## config.mk

```make
export PLATFORM = sky130hd
export DESIGN_NAME = brb_queue
export DESIGN_NICKNAME = d
export VERILOG_FILES = /design/src/brb_pkg.sv /design/src/brb_queue.sv
export SDC_FILE = /design/constraint.sdc
export NUM_CORES = 1
export LEC_CHECK = 0
export CELL_PAD_IN_SITES_DETAIL_PLACEMENT = 0
export CELL_PAD_IN_SITES_GLOBAL_PLACEMENT = 1
export CORE_MARGIN = 2
export CORE_UTILIZATION = 58
export CTS_BUF_LIST = sky130_fd_sc_hd__clkbuf_8
export CTS_CLUSTER_DIAMETER = 40
export DETAILED_ROUTE_END_ITERATION = 10
export DONT_BUFFER_PORTS = 1
export GPL_TIMING_DRIVEN = 0
export PLACE_DENSITY_LB_ADDON = 0.1
export RECOVER_POWER = 25
export SKIP_LAST_GASP = 1
export SYNTH_ARGS = -nofsm -noshare
export SYNTH_HDL_FRONTEND = slang
export SYNTH_SLANG_ARGS = --single-unit
```

## constraint.sdc

```tcl
create_clock -name clk -period 4.3 [get_ports clk]
set_input_delay 0.86 -clock clk [delete_from_list [all_inputs] [get_ports clk]]
set_output_delay 0.86 -clock clk [all_outputs]
set_load 0.005 [all_outputs]
```

## src/brb_pkg.sv

```systemverilog
// ----------------------------------------------------------------------------
// brb_pkg
// Widths, operation codes and the front-to-back command record of the byte
// ring buffer.
// ----------------------------------------------------------------------------
package brb_pkg;

  localparam int OP_W   = 2;
  localparam int DATA_W = 8;
  localparam int CNT_W  = 17;
  localparam int IDX_W  = 16;

  localparam int BRB_CAPACITY    = 65536;
  localparam int BRB_QUEUE_DEPTH = 4;

  localparam logic [CNT_W-1:0] CALL_MAX = 17'd65536;

  typedef enum logic [OP_W-1:0] {
    OP_WRITE   = 2'd0,
    OP_POP     = 2'd1,
    OP_PEEK    = 2'd2,
    OP_DISCARD = 2'd3
  } brb_op_t;

  // One classified transaction: memory action plus the state after it.
  typedef struct packed {
    logic              mem_we;
    logic              rd_sel;
    logic [IDX_W-1:0]  addr;
    logic [DATA_W-1:0] wdata;
    logic              ok;
    logic              became_full;
    logic              left_full;
    logic [CNT_W-1:0]  call_accepted;
    logic [IDX_W-1:0]  rd_index;
    logic [IDX_W-1:0]  wr_index;
    logic [CNT_W-1:0]  count;
  } brb_cmd_t;

endpackage

```

## src/brb_queue.sv

```systemverilog
// ----------------------------------------------------------------------------
// brb_queue
// Short register queue of command records between front and back.
// ----------------------------------------------------------------------------
module brb_queue #(
  parameter int DEPTH = brb_pkg::BRB_QUEUE_DEPTH
) (
  input  logic              clk,
  input  logic              rst,
  input  logic              push,
  input  brb_pkg::brb_cmd_t push_item,
  output logic              full,
  input  logic              pop,
  output logic              head_valid,
  output brb_pkg::brb_cmd_t head
);
  import brb_pkg::*;

  localparam int PW = (DEPTH > 1) ? $clog2(DEPTH) : 1;
  localparam int LW = $clog2(DEPTH + 1);

  brb_cmd_t        entries [DEPTH];
  logic [PW-1:0]   wr_ptr;
  logic [PW-1:0]   rd_ptr;
  logic [LW-1:0]   level;

  assign full       = (level == LW'(DEPTH));
  assign head_valid = (level != '0);
  assign head       = entries[rd_ptr];

  always_ff @(posedge clk) begin
    if (push) begin
      entries[wr_ptr] <= push_item;
    end
  end

  always_ff @(posedge clk) begin
    if (rst) begin
      wr_ptr <= '0;
      rd_ptr <= '0;
      level  <= '0;
    end else begin
      if (push) begin
        wr_ptr <= (wr_ptr == PW'(DEPTH - 1)) ? '0 : wr_ptr + PW'(1);
      end
      if (pop) begin
        rd_ptr <= (rd_ptr == PW'(DEPTH - 1)) ? '0 : rd_ptr + PW'(1);
      end
      if (push && !pop) begin
        level <= level + LW'(1);
      end else if (pop && !push) begin
        level <= level - LW'(1);
      end
    end
  end

endmodule

```

==> qor.yml <==
pin_count: 196
nets: 713
grt_pass1_wl_um: 37300
slew_viol_final: 0
max-vdd-ir-drop_uv: 334
syn-instance-count: 541
dieHeight_um: 160
hold_class: "input pin to flip-flop"
critical_path_required_ns: 3.44
worst_pin_slew_ns: 0.716
crit_fanout: 10
leakagePower_nw: 4.99
synth_top_cells_by_count: "edfxtp_1, mux4_2, buf_2"
syn_area_um2: 14200
syn2layout_area_growth_pct: 11.6
synth_area_leaders: "edfxtp_1, mux4_2, dfxtp_1, buf_12, ha_1"
fill_cells: 1531
place_hpwl_um: 14900
die_x_um: 160
critical_path.top_delay_family: "buffers and inverters"
die-area_um2: 25700
clock_skew_ns: 0.0132
cp-end-kind: "output pin"
ant_nets: 0
place_ws_ns: 1.92
drv_cap: 0
core_area_um2: 24200
power.density_nw_per_um2: 485
grt_use_total: 0.194
root_buffer: "clkbuf_8"
remaining_drc_errors: 0
clkSinkCount: 389
synth_cell_types: 18
critPathArrivalTime_ns: 2.07
yosysMostFrequentCell: "edfxtp_1"
grt_max_degree: 60
worstSetupPathType: "flip-flop to output pin"
yosysWarnings: 0
finalHoldViolCount: 0
path_clk_slew_ns: 0.06
final.setup.tns_ns: 0
status: "complete, no violations"
yosysTopAreaCell: "edfxtp_1"
multi_input_area_um2: 2400
netlist.area_leader.share: 0.804
postLayoutSetupSlackWorst_ns: 1.37
slowest_stage: "clkbuf_1"
first_pass_iters: 4
routedWlPerCell_um: 24.9
grt_pass1_vias: 6469
fmax_ghz: 0.341
cts_hold_buf: 0
drt-initial-drc-count: 420
row_count: 57
num_vias: 5758
synth-async-reset-ratio: 0
fin_total_pwr_mw: 7.68
path_cells: "buf_2, clkbuf_1, mux4_2"
final_layout_size_suffix_gt1_frac: 0.301
ys_seq_elements: 389
clockBufferDepth: 3
clock_latency_ns: 0.59
crit_path_max_incr_delay_ns: 0.55
finalCriticalPeriod_ns: 2.93
cts_setup_buffers: 0
cts_htree_levels: 2
grt_setup_unrepaired: "no"
io_buffers: 0
numCtsBuffers: 59
antenna_found_initial: 0
synth_edf_count: 380
setup_viol: 0
avgSynthCellArea_um2: 26.2
start_util: 0.587
drt_wl_total_um: 24500
startpoint_type: "flip-flop"
finalCritPeriodShare: 0.681
vias_per_cell: 5.86
synthFlopType: "edfxtp_1"
n_antenna_cell: 0
grt-ovfl-total: 0
syn_nets: 647
seq_area_frac_synth: 0.817
cp.buffers_inverters: 2
slew_headroom: 0.523
cts_resized: 0
cts_tree: "yes"
gp_congestion: 0.705
seq_area_um2: 11600
flip-flops by register name (all words and copies together) (netlist names), named ones only:
signal / cells
level: 3
entries: 380
wr_ptr: 2
rd_ptr: 2
cell usage in the layout, fill, tap and decap left out, drive strengths merged, types with 3 or more instances in the layout:
| master | count |
|---|---|
| clkinv | 40 |
| ha | 6 |
| nor2 | 7 |
| edfxtp | 380 |
| inv | 11 |
| dfxtp | 9 |
| bufinv | 3 |
| and2 | 4 |
| clkbuf | 63 |
| buf | 23 |
| clkinvlp | 3 |
| mux4 | 95 |
| mux2i | 4 |
cells by family (layout without fill, tap and decap cells):
| logic type | after synthesis | after routing | synth area share |
|---|---|---|---|
| flip-flops | 389 | 389 | 0.817 |
| multiplexers | 99 | 99 | 0.154 |
| buffers and inverters | 26 | 143 | 0.0152 |
| AND/OR/NAND/NOR | 15 | 15 | 0.00555 |
| adder cells (fa/ha/maj) | 7 | 7 | 0.00670 |
| AO/OA/AOI/OAI | 3 | 3 | 0.00106 |
| XOR/XNOR | 2 | 2 | 0.00123 |
per-stage QoR:
step / util / hold slack [ns] / instance area, um^2 / instances
global route: 0.655 / 0.309 / 15800 / 982
floorplan: - / 0.455 / 14200 / 541
CTS: 0.655 / 0.309 / 15800 / 982
detailed placement: 0.609 / 0.492 / 14700 / 870
finish: 0.655 / 0.350 / 15800 / 982
global placement: 0.604 / 0.467 / 14600 / 865
final timing paths:
kind / from / to / slack, ns / depth (start not counted)
min: rst / level[2] / 0.35 / 1
max reg2reg: wr_ptr[0] / entries[2][58] / 2.36 / 4
min reg2reg: level[2] / level[2] / 0.50 / 2
max: flip-flop / head[85] / 1.37 / 3
report_power, final:
part / switching, mW / total (mW) / internal, mW
Sequential: 0.0400 / 4.39 / 4.35
Combinational: 0.268 / 0.495 / 0.227
Clock: 1.33 / 2.80 / 1.47
Total: 1.64 / 7.68 / 6.04
per-layer routing:
| metal | track usage | routed length, um |
|---|---|---|
| met5 | 0 | 0 |
| met4 | 0.0618 | 425 |
| met3 | 0.0798 | 2450 |
| met2 | 0.324 | 12500 |
| met1 | 0.233 | 9110 |
cell type report:
cell class	instances	area share
clock buffer	59	0.0512
sequential	389	0.731
timing repair buffer	5	0.00774
tap	324	0.0256
buffer	22	0.0127
inverter	4	0.000947
multi-input combinational	126	0.151
clock inverter	53	0.0191
Power figures use the tool's default switching activity.
